**config.mk**
```make
export PLATFORM = sky130hd
export DESIGN_NAME = direct_mapped_writeback_cache
export DESIGN_NICKNAME = d
export VERILOG_FILES = /design/src/hw/rtl/dmwc_pkg.sv /design/src/hw/rtl/direct_mapped_writeback_cache.sv /design/src/hw/rtl/dmwc_fifo.sv /design/src/hw/rtl/dmwc_front.sv /design/src/hw/rtl/dmwc_back.sv
export VERILOG_INCLUDE_DIRS = /design/src /design/src/hw/rtl
export SDC_FILE = /design/constraint.sdc
export NUM_CORES = 2
export LEC_CHECK = 0
export BUFFER_PORTS_ARGS = -buffer_cell sky130_fd_sc_hd__buf_2
export CAP_MARGIN = 30
export CORE_ASPECT_RATIO = 2
export CORE_MARGIN = 1
export CORE_UTILIZATION = 52
export CTS_CLUSTER_DIAMETER = 40
export DETAILED_ROUTE_END_ITERATION = 10
export HOLD_SLACK_MARGIN = 0.1
export PLACE_DENSITY_LB_ADDON = 0.1
export SLEW_MARGIN = 20
export SYNTH_ARGS = -nofsm -noshare
export SYNTH_HDL_FRONTEND = slang
export SYNTH_SLANG_ARGS = --single-unit
```
**constraint.sdc**
```tcl
create_clock -name clk_i -period 16.1 [get_ports clk_i]
set_clock_uncertainty 0.15 [all_clocks]
set_input_delay 2.415 -clock clk_i [delete_from_list [all_inputs] [get_ports clk_i]]
set_output_delay 2.415 -clock clk_i [all_outputs]
set_load 0.05 [all_outputs]
```
**src/hw/rtl/assert_macros.svh**
```systemverilog
// Assertion helpers shared by the cache RTL.
`ifndef ASSERT_MACROS_SVH
`define ASSERT_MACROS_SVH
`ifndef SYNTHESIS
`define DMWC_ASSERT(label, clk, rst_n, prop) \
  label: assert property (@(posedge clk) disable iff (!rst_n) prop) \
    else $error("dmwc assertion failed");
`define DMWC_ASSERT_NEVER(label, clk, rst_n, cond) \
  label: assert property (@(posedge clk) disable iff (!rst_n) !(cond)) \
    else $error("dmwc forbidden condition seen");
`else
`define DMWC_ASSERT(label, clk, rst_n, prop)
`define DMWC_ASSERT_NEVER(label, clk, rst_n, cond)
`endif
`endif

```
**src/hw/rtl/dmwc_pkg.sv**
```systemverilog
// ----------------------------------------------------------------------------
// dmwc_pkg
// Types and codes shared by the direct-mapped write-back cache modules.
// ----------------------------------------------------------------------------
package dmwc_pkg;

  localparam int unsigned FwordW = 4;

  typedef enum logic [1:0] {
    OP_LOAD  = 2'd0,
    OP_STORE = 2'd1,
    OP_FILL  = 2'd2,
    OP_FLUSH = 2'd3
  } op_e;

  typedef enum logic [2:0] {
    KIND_LOAD_DATA  = 3'd0,
    KIND_STORE_DONE = 3'd1,
    KIND_WRITEBACK  = 3'd2,
    KIND_FILL_REQ   = 3'd3,
    KIND_FLUSH_DONE = 3'd4,
    KIND_ERROR      = 3'd5
  } kind_e;

  typedef enum logic [2:0] {
    CMD_ERR        = 3'd0,
    CMD_FLUSH_DONE = 3'd1,
    CMD_FIN        = 3'd2,
    CMD_MISS       = 3'd3,
    CMD_FILL       = 3'd4,
    CMD_WB_LINE    = 3'd5
  } cmd_e;

  typedef struct packed {
    op_e         op;
    logic [31:0] addr;
    logic [31:0] store_data;
    logic [31:0] fill_data;
  } in_t;

  typedef struct packed {
    kind_e       kind;
    logic [31:0] mem_addr;
    logic [31:0] data;
    logic        was_hit;
    logic        last;
    logic [31:0] hits_so_far;
    logic [31:0] misses_so_far;
  } out_t;

  // Work handed from the classifier to the execution engine.
  typedef struct packed {
    cmd_e              kind;
    logic              store;
    logic              hit;
    logic              last;
    logic              fin;
    logic              wb;
    logic [31:0]       addr;
    logic [31:0]       wb_base;
    logic [31:0]       store_data;
    logic [31:0]       fill_data;
    logic [FwordW-1:0] fword;
    logic [31:0]       hits;
    logic [31:0]       misses;
  } cmd_t;

endpackage

```
**src/hw/rtl/direct_mapped_writeback_cache.sv**
```systemverilog
// ----------------------------------------------------------------------------
// direct_mapped_writeback_cache
// Direct-mapped, write-back, write-allocate data cache with a classifier
// front end, a two-entry command queue and an execution engine.
// ----------------------------------------------------------------------------
// An item is taken when start_i is high and busy_o is low: busy_o rises
// while the two-entry command queue is full or a flush is walking the sets
// (one set per cycle while the queue has room). Results appear on res_o for
// exactly one cycle with res_valid_o and cannot be held off. The execution
// engine sets the pace: it takes a new command only once the last is done.
// A miss writes back a dirty victim word by word before its fill request,
// as a flush does for each dirty line; the last fill word completes the access.
// ----------------------------------------------------------------------------
module direct_mapped_writeback_cache #(
  parameter int unsigned NUM_SETS   = 16,
  parameter int unsigned LINE_BYTES = 16
) (
  input  logic            clk_i,
  input  logic            rst_ni,
  input  logic            start_i,
  output logic            busy_o,
  input  dmwc_pkg::in_t   item_i,
  output logic            res_valid_o,
  output dmwc_pkg::out_t  res_o
);

  logic           push;
  logic           pop;
  logic           full;
  logic           empty;
  dmwc_pkg::cmd_t cmd_in;
  dmwc_pkg::cmd_t cmd_out;

  dmwc_front #(
    .NUM_SETS   (NUM_SETS),
    .LINE_BYTES (LINE_BYTES)
  ) u_front (
    .clk_i  (clk_i),
    .rst_ni (rst_ni),
    .start_i(start_i),
    .item_i (item_i),
    .full_i (full),
    .busy_o (busy_o),
    .push_o (push),
    .cmd_o  (cmd_in)
  );

  dmwc_fifo u_fifo (
    .clk_i  (clk_i),
    .rst_ni (rst_ni),
    .push_i (push),
    .cmd_i  (cmd_in),
    .full_o (full),
    .pop_i  (pop),
    .empty_o(empty),
    .cmd_o  (cmd_out)
  );

  dmwc_back #(
    .NUM_SETS   (NUM_SETS),
    .LINE_BYTES (LINE_BYTES)
  ) u_back (
    .clk_i      (clk_i),
    .rst_ni     (rst_ni),
    .empty_i    (empty),
    .cmd_i      (cmd_out),
    .pop_o      (pop),
    .res_valid_o(res_valid_o),
    .res_o      (res_o)
  );

endmodule

```
**src/hw/rtl/dmwc_fifo.sv**
```systemverilog
// ----------------------------------------------------------------------------
// dmwc_fifo
// Two-entry command queue between the classifier and the execution engine.
// ----------------------------------------------------------------------------
`include "assert_macros.svh"

module dmwc_fifo (
  input  logic            clk_i,
  input  logic            rst_ni,
  input  logic            push_i,
  input  dmwc_pkg::cmd_t  cmd_i,
  output logic            full_o,
  input  logic            pop_i,
  output logic            empty_o,
  output dmwc_pkg::cmd_t  cmd_o
);

  dmwc_pkg::cmd_t mem_q [2];
  logic           wr_ptr_q, wr_ptr_d;
  logic           rd_ptr_q, rd_ptr_d;
  logic [1:0]     cnt_q, cnt_d;

  assign full_o  = (cnt_q == 2'd2);
  assign empty_o = (cnt_q == 2'd0);
  assign cmd_o   = mem_q[rd_ptr_q];

  always_comb begin
    wr_ptr_d = wr_ptr_q;
    rd_ptr_d = rd_ptr_q;
    cnt_d    = cnt_q;
    if (push_i) begin
      wr_ptr_d = ~wr_ptr_q;
    end
    if (pop_i) begin
      rd_ptr_d = ~rd_ptr_q;
    end
    if (push_i && !pop_i) begin
      cnt_d = cnt_q + 2'd1;
    end else if (!push_i && pop_i) begin
      cnt_d = cnt_q - 2'd1;
    end
  end

  always_ff @(posedge clk_i or negedge rst_ni) begin
    if (!rst_ni) begin
      wr_ptr_q <= 1'b0;
      rd_ptr_q <= 1'b0;
      cnt_q    <= 2'd0;
    end else begin
      wr_ptr_q <= wr_ptr_d;
      rd_ptr_q <= rd_ptr_d;
      cnt_q    <= cnt_d;
    end
  end

  always_ff @(posedge clk_i) begin
    if (push_i) begin
      mem_q[wr_ptr_q] <= cmd_i;
    end
  end

  `DMWC_ASSERT_NEVER(a_no_overflow, clk_i, rst_ni, push_i && full_o && !pop_i)
  `DMWC_ASSERT_NEVER(a_no_underflow, clk_i, rst_ni, pop_i && empty_o)

endmodule

```
**src/hw/rtl/dmwc_front.sv**
```systemverilog
// ----------------------------------------------------------------------------
// dmwc_front
// Accepts items, looks up tags, keeps line state and counters, and queues
// commands for the execution engine. Walks the sets during a flush.
// ----------------------------------------------------------------------------
module dmwc_front #(
  parameter int unsigned NUM_SETS   = 16,
  parameter int unsigned LINE_BYTES = 16
) (
  input  logic            clk_i,
  input  logic            rst_ni,
  input  logic            start_i,
  input  dmwc_pkg::in_t   item_i,
  input  logic            full_i,
  output logic            busy_o,
  output logic            push_o,
  output dmwc_pkg::cmd_t  cmd_o
);

  localparam int unsigned OffBits  = $clog2(LINE_BYTES);
  localparam int unsigned IdxBits  = $clog2(NUM_SETS);
  localparam int unsigned TagBits  = 32 - OffBits - IdxBits;
  localparam int unsigned WordBits = OffBits - 2;
  localparam int unsigned Wpl      = LINE_BYTES / 4;
  localparam int unsigned MaxLines = 64 / Wpl;
  localparam int unsigned LineCntW = $clog2(MaxLines + 1);

  typedef enum logic [1:0] {
    FE_RUN   = 2'b01,
    FE_FLUSH = 2'b10
  } fe_state_e;

  typedef enum logic [1:0] {
    PEND_NONE  = 2'd0,
    PEND_LOAD  = 2'd1,
    PEND_STORE = 2'd2
  } pend_e;

  fe_state_e             state_q, state_d;
  pend_e                 pend_q, pend_d;
  logic [NUM_SETS-1:0]   valid_q, valid_d;
  logic [NUM_SETS-1:0]   dirty_q, dirty_d;
  logic [TagBits-1:0]    tag_q [NUM_SETS];
  logic                  tag_we;
  logic [31:0]           hits_q, hits_d;
  logic [31:0]           misses_q, misses_d;
  logic [31:0]           pend_addr_q, pend_addr_d;
  logic [31:0]           pend_store_q, pend_store_d;
  logic [WordBits-1:0]   fill_cnt_q, fill_cnt_d;
  logic [IdxBits-1:0]    scan_q, scan_d;
  logic [LineCntW-1:0]   nlines_q, nlines_d;

  logic                  acc;
  logic [IdxBits-1:0]    set_a;
  logic [IdxBits-1:0]    pset;
  logic [TagBits-1:0]    tag_a;
  logic                  hit;
  logic [NUM_SETS-1:0]   above;
  logic                  flast;

  assign busy_o = full_i || (state_q != FE_RUN);
  assign acc    = start_i && !busy_o;
  assign set_a  = item_i.addr[OffBits +: IdxBits];
  assign tag_a  = item_i.addr[31 -: TagBits];
  assign pset   = pend_addr_q[OffBits +: IdxBits];
  assign hit    = valid_q[set_a] && (tag_q[set_a] == tag_a);

  always_comb begin
    for (int i = 0; i < NUM_SETS; i++) begin
      above[i] = (i > int'(scan_q));
    end
  end

  // Last line of a flush: budget used up or nothing dirty further on.
  assign flast = (nlines_q == LineCntW'(MaxLines - 1)) || !(|(dirty_q & above));

  always_comb begin
    state_d      = state_q;
    pend_d       = pend_q;
    valid_d      = valid_q;
    dirty_d      = dirty_q;
    hits_d       = hits_q;
    misses_d     = misses_q;
    pend_addr_d  = pend_addr_q;
    pend_store_d = pend_store_q;
    fill_cnt_d   = fill_cnt_q;
    scan_d       = scan_q;
    nlines_d     = nlines_q;
    tag_we       = 1'b0;
    push_o       = 1'b0;
    cmd_o        = '0;
    unique case (state_q)
      FE_RUN: begin
        if (acc) begin
          if (item_i.op == dmwc_pkg::OP_FILL) begin
            if (pend_q != PEND_NONE) begin
              push_o           = 1'b1;
              cmd_o.kind       = dmwc_pkg::CMD_FILL;
              cmd_o.addr       = pend_addr_q;
              cmd_o.store      = (pend_q == PEND_STORE);
              cmd_o.store_data = pend_store_q;
              cmd_o.fill_data  = item_i.fill_data;
              cmd_o.fword      = dmwc_pkg::FwordW'(fill_cnt_q);
              if (fill_cnt_q == WordBits'(Wpl - 1)) begin
                cmd_o.fin     = 1'b1;
                valid_d[pset] = 1'b1;
                if (pend_q == PEND_STORE) begin
                  dirty_d[pset] = 1'b1;
                end
                pend_d     = PEND_NONE;
                fill_cnt_d = '0;
              end else begin
                fill_cnt_d = fill_cnt_q + WordBits'(1);
              end
            end
          end else if (pend_q != PEND_NONE) begin
            push_o     = 1'b1;
            cmd_o.kind = dmwc_pkg::CMD_ERR;
          end else if (item_i.op == dmwc_pkg::OP_FLUSH) begin
            if (|dirty_q) begin
              state_d  = FE_FLUSH;
              scan_d   = '0;
              nlines_d = '0;
            end else begin
              push_o     = 1'b1;
              cmd_o.kind = dmwc_pkg::CMD_FLUSH_DONE;
            end
          end else if (item_i.addr[1:0] != 2'b00) begin
            push_o     = 1'b1;
            cmd_o.kind = dmwc_pkg::CMD_ERR;
          end else if (hit) begin
            hits_d           = hits_q + 32'd1;
            push_o           = 1'b1;
            cmd_o.kind       = dmwc_pkg::CMD_FIN;
            cmd_o.hit        = 1'b1;
            cmd_o.store      = (item_i.op == dmwc_pkg::OP_STORE);
            cmd_o.addr       = item_i.addr;
            cmd_o.store_data = item_i.store_data;
            if (item_i.op == dmwc_pkg::OP_STORE) begin
              dirty_d[set_a] = 1'b1;
            end
          end else begin
            misses_d       = misses_q + 32'd1;
            push_o         = 1'b1;
            cmd_o.kind     = dmwc_pkg::CMD_MISS;
            cmd_o.wb       = valid_q[set_a] && dirty_q[set_a];
            cmd_o.wb_base  = {tag_q[set_a], set_a, OffBits'(0)};
            cmd_o.addr     = item_i.addr;
            valid_d[set_a] = 1'b0;
            dirty_d[set_a] = 1'b0;
            tag_we         = 1'b1;
            pend_d         = (item_i.op == dmwc_pkg::OP_STORE) ? PEND_STORE : PEND_LOAD;
            pend_addr_d    = item_i.addr;
            pend_store_d   = item_i.store_data;
            fill_cnt_d     = '0;
          end
        end
      end
      FE_FLUSH: begin
        if (!full_i) begin
          if (dirty_q[scan_q]) begin
            push_o          = 1'b1;
            cmd_o.kind      = dmwc_pkg::CMD_WB_LINE;
            cmd_o.wb_base   = {tag_q[scan_q], scan_q, OffBits'(0)};
            cmd_o.last      = flast;
            dirty_d[scan_q] = 1'b0;
            nlines_d        = nlines_q + LineCntW'(1);
          end
          if ((dirty_q[scan_q] && flast) || (scan_q == IdxBits'(NUM_SETS - 1))) begin
            state_d = FE_RUN;
          end else begin
            scan_d = scan_q + IdxBits'(1);
          end
        end
      end
      default: state_d = FE_RUN;
    endcase
    cmd_o.hits   = hits_d;
    cmd_o.misses = misses_d;
  end

  always_ff @(posedge clk_i or negedge rst_ni) begin
    if (!rst_ni) begin
      state_q      <= FE_RUN;
      pend_q       <= PEND_NONE;
      valid_q      <= '0;
      dirty_q      <= '0;
      hits_q       <= '0;
      misses_q     <= '0;
      pend_addr_q  <= '0;
      pend_store_q <= '0;
      fill_cnt_q   <= '0;
      scan_q       <= '0;
      nlines_q     <= '0;
    end else begin
      state_q      <= state_d;
      pend_q       <= pend_d;
      valid_q      <= valid_d;
      dirty_q      <= dirty_d;
      hits_q       <= hits_d;
      misses_q     <= misses_d;
      pend_addr_q  <= pend_addr_d;
      pend_store_q <= pend_store_d;
      fill_cnt_q   <= fill_cnt_d;
      scan_q       <= scan_d;
      nlines_q     <= nlines_d;
    end
  end

  // Tags are only read under a valid or dirty bit, so they need no reset.
  always_ff @(posedge clk_i) begin
    if (tag_we) begin
      tag_q[set_a] <= tag_a;
    end
  end

endmodule

```
**src/hw/rtl/dmwc_back.sv**
```systemverilog
// ----------------------------------------------------------------------------
// dmwc_back
// Execution engine: owns the line data memory, carries out queued commands
// and drives one result per cycle at most.
// ----------------------------------------------------------------------------
`include "assert_macros.svh"

module dmwc_back #(
  parameter int unsigned NUM_SETS   = 16,
  parameter int unsigned LINE_BYTES = 16
) (
  input  logic            clk_i,
  input  logic            rst_ni,
  input  logic            empty_i,
  input  dmwc_pkg::cmd_t  cmd_i,
  output logic            pop_o,
  output logic            res_valid_o,
  output dmwc_pkg::out_t  res_o
);

  localparam int unsigned OffBits  = $clog2(LINE_BYTES);
  localparam int unsigned IdxBits  = $clog2(NUM_SETS);
  localparam int unsigned WordBits = OffBits - 2;
  localparam int unsigned Wpl      = LINE_BYTES / 4;
  localparam int unsigned Depth    = NUM_SETS * Wpl;
  localparam int unsigned MemAw    = IdxBits + WordBits;

  typedef enum logic [4:0] {
    BE_IDLE = 5'b00001,
    BE_RUN  = 5'b00010,
    BE_WB   = 5'b00100,
    BE_FREQ = 5'b01000,
    BE_FIN  = 5'b10000
  } be_state_e;

  be_state_e           state_q, state_d;
  dmwc_pkg::cmd_t      cur_q, cur_d;
  logic [WordBits-1:0] cnt_q, cnt_d;
  logic                res_valid_q, res_valid_d;
  dmwc_pkg::out_t      res_q, res_d;

  logic [31:0]         mem_q [Depth];
  logic [31:0]         rdata_q;
  logic                we;
  logic [MemAw-1:0]    waddr;
  logic [31:0]         wdata;
  logic [MemAw-1:0]    raddr;
  logic                wb_end;

  assign pop_o       = (state_q == BE_IDLE) && !empty_i;
  assign res_valid_o = res_valid_q;
  assign res_o       = res_q;
  assign wb_end      = (cnt_q == WordBits'(Wpl - 1));

  always_comb begin
    state_d     = state_q;
    cur_d       = cur_q;
    cnt_d       = cnt_q;
    res_valid_d = 1'b0;
    res_d       = '0;
    res_d.hits_so_far   = cur_q.hits;
    res_d.misses_so_far = cur_q.misses;
    we    = 1'b0;
    waddr = {cur_q.addr[OffBits +: IdxBits], cur_q.addr[2 +: WordBits]};
    wdata = cur_q.store_data;
    raddr = {cur_q.addr[OffBits +: IdxBits], cur_q.addr[2 +: WordBits]};
    unique case (state_q)
      BE_IDLE: begin
        if (pop_o) begin
          cur_d   = cmd_i;
          cnt_d   = '0;
          state_d = BE_RUN;
        end
      end
      BE_RUN: begin
        unique case (cur_q.kind)
          dmwc_pkg::CMD_ERR: begin
            res_valid_d = 1'b1;
            res_d.kind  = dmwc_pkg::KIND_ERROR;
            res_d.last  = 1'b1;
            state_d     = BE_IDLE;
          end
          dmwc_pkg::CMD_FLUSH_DONE: begin
            res_valid_d = 1'b1;
            res_d.kind  = dmwc_pkg::KIND_FLUSH_DONE;
            res_d.last  = 1'b1;
            state_d     = BE_IDLE;
          end
          dmwc_pkg::CMD_FIN: begin
            if (cur_q.store) begin
              we            = 1'b1;
              res_valid_d   = 1'b1;
              res_d.kind    = dmwc_pkg::KIND_STORE_DONE;
              res_d.was_hit = cur_q.hit;
              res_d.last    = 1'b1;
              state_d       = BE_IDLE;
            end else begin
              state_d = BE_FIN;
            end
          end
          dmwc_pkg::CMD_FILL: begin
            we    = 1'b1;
            waddr = {cur_q.addr[OffBits +: IdxBits], cur_q.fword[WordBits-1:0]};
            wdata = cur_q.fill_data;
            // Last fill word: the command becomes a finish command for the waiting access.
            if (cur_q.fin) begin
              cur_d.kind = dmwc_pkg::CMD_FIN;
            end else begin
              state_d = BE_IDLE;
            end
          end
          dmwc_pkg::CMD_MISS: begin
            raddr   = {cur_q.wb_base[OffBits +: IdxBits], WordBits'(0)};
            state_d = cur_q.wb ? BE_WB : BE_FREQ;
          end
          dmwc_pkg::CMD_WB_LINE: begin
            raddr   = {cur_q.wb_base[OffBits +: IdxBits], WordBits'(0)};
            state_d = BE_WB;
          end
          default: state_d = BE_IDLE;
        endcase
      end
      BE_WB: begin
        res_valid_d    = 1'b1;
        res_d.kind     = dmwc_pkg::KIND_WRITEBACK;
        res_d.mem_addr = {cur_q.wb_base[31:OffBits], cnt_q, 2'b00};
        res_d.data     = rdata_q;
        res_d.last     = wb_end && (cur_q.kind == dmwc_pkg::CMD_WB_LINE) && cur_q.last;
        raddr          = {cur_q.wb_base[OffBits +: IdxBits], cnt_q + WordBits'(1)};
        cnt_d          = cnt_q + WordBits'(1);
        if (wb_end) begin
          state_d = (cur_q.kind == dmwc_pkg::CMD_MISS) ? BE_FREQ : BE_IDLE;
        end
      end
      BE_FREQ: begin
        res_valid_d    = 1'b1;
        res_d.kind     = dmwc_pkg::KIND_FILL_REQ;
        res_d.mem_addr = {cur_q.addr[31:OffBits], OffBits'(0)};
        res_d.last     = 1'b1;
        state_d        = BE_IDLE;
      end
      BE_FIN: begin
        res_valid_d   = 1'b1;
        res_d.kind    = dmwc_pkg::KIND_LOAD_DATA;
        res_d.data    = rdata_q;
        res_d.was_hit = cur_q.hit;
        res_d.last    = 1'b1;
        state_d       = BE_IDLE;
      end
      default: state_d = BE_IDLE;
    endcase
  end

  always_ff @(posedge clk_i or negedge rst_ni) begin
    if (!rst_ni) begin
      state_q     <= BE_IDLE;
      res_valid_q <= 1'b0;
    end else begin
      state_q     <= state_d;
      res_valid_q <= res_valid_d;
    end
  end

  always_ff @(posedge clk_i) begin
    cur_q <= cur_d;
    cnt_q <= cnt_d;
    res_q <= res_d;
  end

  // Line data: lines are always filled before their data is used.
  always_ff @(posedge clk_i) begin
    if (we) begin
      mem_q[waddr] <= wdata;
    end
    rdata_q <= mem_q[raddr];
  end

  `DMWC_ASSERT(a_pop_starts_run, clk_i, rst_ni, pop_o |=> state_q == BE_RUN)
  `DMWC_ASSERT(a_result_from_work, clk_i, rst_ni, res_valid_q |-> $past(state_q) != BE_IDLE)

endmodule

```
# ---- Word-level counts from Yosys, hierarchy flattened
# Memory sizes are Yosys's and may differ from the RTL's. A register that Yosys moved wholly into a read port is not among the register bits.
# Cells that the tools add are included.
dict set report op_classes {
  add_sub_neg 8
  n_lt_le_gt_ge 21
  eq_ne 50
  mux 185
  n_bitwise 16
  reduce_logical 46
}
# op n
set op_table {}
lappend op_table {{32-bit 2-to-1 mux} 24}
lappend op_table {{16-bit 2-to-1 mux} 19}
lappend op_table {{97-bit 2-to-1 mux} 3}
lappend op_table {{204-bit 2-to-1 mux} 1}
lappend op_table {{68-bit 2-to-1 mux} 2}
lappend op_table {{134-bit 2-to-1 mux} 1}
lappend op_table {{32-bit one-hot mux with 2 select lines} 2}
lappend op_table {{2-bit 2-to-1 mux} 33}
lappend op_table {{32-bit by 1-bit adder with 32-bit output (second input constant)} 2}
lappend op_table {{16-bit bitwise AND} 4}
lappend op_table {{5-bit 2-to-1 mux} 12}
lappend op_table {{16-bit bitwise OR} 3}
lappend op_table {{4-bit 2-to-1 mux} 11}
lappend op_table {{1-bit 2-to-1 mux} 42}
lappend op_table {{36-bit 2-to-1 mux} 1}
lappend op_table {{34-bit 2-to-1 mux} 1}
lappend op_table {{4-bit > comparator (first input constant)} 8}
lappend op_table {{16-bit inverter} 2}
lappend op_table {{16-bit one-hot mux with 2 select lines} 1}
lappend op_table {{16-bit OR reduction} 2}
lappend op_table {{24-bit equality test} 1}
lappend op_table {{8-bit AND reduction} 3}
lappend op_table {{2-bit by 1-bit != test with 1-bit output (second input constant)} 11}
lappend op_table {{3-bit 2-to-1 mux} 7}
lappend op_table {{51 further kinds} 130}
dict set report word_totals {
  register_bits 524
  ramBits 2840
  in_bits 101
  word_cells 366
  n_memories 3
}
# memory words width read_ports rd_ports_with_merged_regs write_ports line_no
set mem_list {}
lappend mem_list {u_back.mem_q 64 32 1 1 1 dmwc_back.sv:42} ;# logic [31:0] mem_q [Depth];
lappend mem_list {u_fifo.mem_q 2 204 1 0 1 dmwc_fifo.sv:18} ;# dmwc_pkg::cmd_t mem_q [2];
lappend mem_list {u_front.tag_q 16 24 2 0 1 dmwc_front.sv:43} ;# logic [TagBits-1:0] tag_q [NUM_SETS];

# ---- Longest topological paths before layout
dict set report logic_depth {
  depth_word 13
  depth_mapped 17
  depth_no_buf 12
}

# ---- By module
# A second synthesis with hierarchy kept.
dict set report hier_totals {
  cells_unflattened 8704
  area_unflattened_um2 134524.0
}
# mod instances cells_per_inst area_per_inst_um2 seq_area_each_um2
set by_module_without_submodules {}
lappend by_module_without_submodules {dmwc_back 1 6079 90425.5 70859.2}
lappend by_module_without_submodules {dmwc_front 1 1974 28572.4 15911.5}
lappend by_module_without_submodules {dmwc_fifo 1 651 15526.1 12351.8}

# ---- Least setup slack after synthesis
# No wires, ideal clock.
dict set report synth_timing {
  path_kind {input port to flip-flop}
  startpoint {input port item_i[96] (netlist bit)}
  endpoint {memory u_fifo.mem_q[0][0] (netlist bit), enable pin}
  t_arrival_ns 12.614
  slack_ns 2.557
  cell_stages 9
  path_buffers 1
  cell_sequence {inv_1 > ha_1 > clkbuf_1 > clkinv_1 > nor3_1 > nor2_1 > nor2_1 > a21o_1 > nor2b_1}
}
dict set report synth_via {
  elab_chain_len 8
  elab_cells_between_ends 9
  classes_between {2 x eq/ne; 7 x mux}
}
# item line_no
set synth_lines {}
lappend synth_lines {{start: declaration} direct_mapped_writeback_cache.sv:22} ;# input dmwc_pkg::in_t item_i,
lappend synth_lines {{2-bit equality test} dmwc_front.sv:119} ;# end else if (item_i.op == dmwc_pkg::OP_FLUSH) begin
lappend synth_lines {{1-bit 2-to-1 mux} dmwc_front.sv:119}
lappend synth_lines {{1-bit 2-to-1 mux} dmwc_front.sv:116} ;# end else if (pend_q != PEND_NONE) begin
lappend synth_lines {{1-bit 2-to-1 mux *} dmwc_front.sv:95} ;# if (item_i.op == dmwc_pkg::OP_FILL) begin
lappend synth_lines {{1-bit 2-to-1 mux *} dmwc_front.sv:94} ;# if (acc) begin
lappend synth_lines {{1-bit one-hot mux with 2 select lines *} dmwc_front.sv:92} ;# unique case (state_q)
lappend synth_lines {{named net push} direct_mapped_writeback_cache.sv:27} ;# logic push;
lappend synth_lines {{1-bit 2-to-1 mux *} dmwc_fifo.sv:57} ;# if (push_i) begin
lappend synth_lines {{1-bit 2-to-1 mux (implied by the code) *} dmwc_fifo.sv:58} ;# mem_q[wr_ptr_q] <= cmd_i;
lappend synth_lines {{end: declaration} dmwc_fifo.sv:18}
# Mark *: on every way through the listed nets, which the timed path passes. The rest lies on a longest branch.

==> metrics.txt <==
I/O pin cnt 236; Avg Cell Area, Syn 18.4 µm²; die width 357 µm; cell breakdown of the critical path clkbuf_8 > buf_12 > mux4_2 > and3_1 > nor4_2 > nand3_1 > o2111ai_1 > nor4_2 > a21oi_4 > buf_4 > buf_4 > nand4_1 > nor3_1 > xor2_1; PortBufs 233; routed via count 69.4k; Critical R2R Launch u_back.state_q[3]; synthesized flop and latch total 3368; CTS tree yes; DRT Wirelength 360000 µm; TNS Setup 0 ns; Mapped Area 0.131 mm²; pwr/cell area 174 mW/mm²; largest net degree at the start of global routing 133; Slowest Stage Delay on Critical Path 0.72 ns; final hold violations 0; initial core utilization 52.4%; worst rel slew slack 24.1%; top cell type by total area after synthesis edfxtp_1; Peak Freq 121 MHz; Design Area, Final 0.148 mm²; Slew Viols, Final 0; Yosys cell types 77; final worst setup slack 7.85 ns; Worst Setup End Kind flop; max cap viols 0; Post CTS Setup Buffer Count 0; Core ar. 0.251 mm²; die area 0.255 mm²; H-tree Lvls 5; post-CTS sizing 0; antenna violations before repair 43; TritonCTS Buffers 306; first-pass GRT wire length 512000 µm; vias in the first global route 71.7k; Fin Hold WS 0.188 ns; total track usage 28.3%; min-delay src u_back.cur_q[22]; Peak VDD IR 0.159 mV; DR DRC count 0; Placed Area 0.138 mm²; status complete, no violations; post-DP HPWL 221000 µm; Slew @ Worst Pin 1.13 ns; Skew-Pair Late Insertion Delay 0.91 ns; CP Class in2reg; CTS Buffer Depth 4; DR WL/cell 32.6 µm; placed insts 10.4k; grt total ovfl 0; initial DRC count 6051; worst path required time 16.65 ns; number of non-filler instances in the completed layout 11.0k; ANT nets after route 0; Hold Buf Count CTS 0; static leakage power 49.2 nW; Rows 260; ys async rst share 5.43%; Crit-path slowest cell nor4_2; Total Power 25.7 mW; cell count after synthesis 7153; Die Height 713 µm; startpoint types input pin; Synth top area share 69.1%; TritonCTS sink count 3368; DRT Pass-1 Iters 7; Vias/cell 6.30; Syn. warnings 0; Finished Core Util 59.0%; CTS root buf clkbuf_16; Arr. time, crit path 8.80 ns; Hold WC Path Type reg2reg; Main synth FF type edfxtp_1; most numerous cell in the Yosys netlist edfxtp_1; EDFF count, synth 3022; RSZ-0062 raised after global routing no; register area share after synthesis 75.0%; CP max FO 106; Final setup viols 0; # nets final 7604; Post-synth top cells 3022 x edfxtp_1, 683 x nand2_1, 583 x mux4_2; Critical path origin item_i[68]; final RePlAce weighted congestion 0.942; share of post-route cells with drive strength above 1 24.4%; synth top area cells edfxtp_1 69%, mux4_2 10%, dfrtp_1 3.4%, mux2_2 2.5%, dfxtp_1 2.5%; Worst-path clk slew 0.06 ns; Synth-to-Final Area Change 12.6%; Tmin final 8.25 ns; Tcrit/Tclk final 51.2%; pre-CTS setup slack 7.09 ns; Fillers 18.4k
[worst paths after layout]
path | endpoint | slack [ns] | cells after the start
setup / recovery | u_fifo.mem_q[0][14] | 7.85 | 14
hold / removal | u_back.res_o[22] | 0.19 | 0
setup reg to reg | u_back.rdata_q[25] | 9.70 | 13
hold reg to reg | u_back.res_o[22] | 0.19 | 0
max in group asynchronous | u_front.hits_q[15] | 13.09 | 2
min in group asynchronous | u_front.misses_q[18] | 1.36 | 1
[placed cells by master, fill, tap and decap left out, types with 43 or more instances in the layout]
cell,netlist,final
a21oi_1,52,49
a22o_1,131,131
a22oi_1,193,193
a32oi_1,66,66
and2_1,78,76
and3_1,93,92
buf_2,65,231
buf_4,10,156
clkbuf_1,273,67
clkbuf_16,0,317
dfrtp_1,181,177
dfxtp_1,163,163
edfxtp_1,3022,3022
mux2_2,290,282
mux2i_1,135,134
mux4_2,583,583
nand2_1,683,683
nand3_1,241,241
nand4_1,56,56
nor2_1,206,113
nor2_4,0,93
nor3_1,77,75
o21ai_0,82,81
xnor2_1,43,43
[kinds of logic (layout without fill, tap and decap cells)]
group	count (synthesis)	in the layout	synth area share [%]
AOI/OAI and AO/OA	703	703	4.03
xor gates and xnor gates	85	85	0.567
adders and majority gates	16	16	0.152
buffers and inverters	444	1023	1.38
DFF	3368	3368	75.0
muxes	1008	1008	13.5
other	1	18	0.00285
and+or+nand+nor	1528	1528	5.34
[final cells by class]
cell class	count	area, µm²	share of cell area, %
inverters	36	143	0.0964
clock inverters	149	1480	1.00
well taps	3275	4100	2.77
flip-flops and latches	3368	98600	66.6
repair buffers	433	3330	2.25
multi-input cells	3342	31900	21.5
clock buffers	405	8470	5.72
diodes	16	40.0	0.0270
[sequential cells by signal, summed over array words and instances (netlist names), named ones only]
| signal | cells |
|---|---|
| u_back.mem_q | 2048 |
| u_fifo.mem_q | 392 |
| u_front.tag_q | 384 |
| u_back.cur_q | 196 |
| u_back.res_o | 131 |
| u_back.rdata_q | 32 |
| u_front.hits_q | 32 |
| u_front.misses_q | 32 |
| u_front.pend_store_q | 32 |
| u_front.pend_addr_q | 30 |
| u_front.valid_q | 16 |
| u_back.state_q | 5 |
| u_front.nlines_q | 5 |
| u_front.scan_q | 4 |
| u_back.cnt_q | 2 |
| u_fifo.cnt_q | 2 |
| u_front.fill_cnt_q | 2 |
| u_front.pend_q | 2 |
| u_front.state_q | 2 |
| u_back.res_valid_o | 1 |
| u_fifo.rd_ptr_q | 1 |
| u_fifo.wr_ptr_q | 1 |
[worst max-delay path: cells and delay by family]
family / cells / cell delay (ns)
muxes: 1 / 0.62
AOI/OAI and AO/OA: 2 / 0.81
buffers and inverters: 4 / 2.18
xor gates and xnor gates: 1 / 0.24
and+or+nand+nor: 6 / 2.15
[routing by layer]
| layer | vias up | routed length (µm) | global-route usage [%] |
|---|---|---|---|
| met3 | 865 | 19700 | 3.89 |
| met2 | 2628 | 197000 | 52.0 |
| li1 | 29300 | - | - |
| met5 | - | 119 | 0 |
| met1 | 36600 | 122000 | 31.9 |
| met4 | 18 | 20900 | 14.2 |
[where the power goes]
| part | leakage (nW) | switching, mW | internal (mW) |
|---|---|---|---|
| Combinational | 13.2 | 4.48 | 2.42 |
| Clock | 4.86 | 3.22 | 4.12 |
| Sequential | 31.1 | 0.330 | 11.1 |
Note: power is estimated with default switching activity, not from simulation.
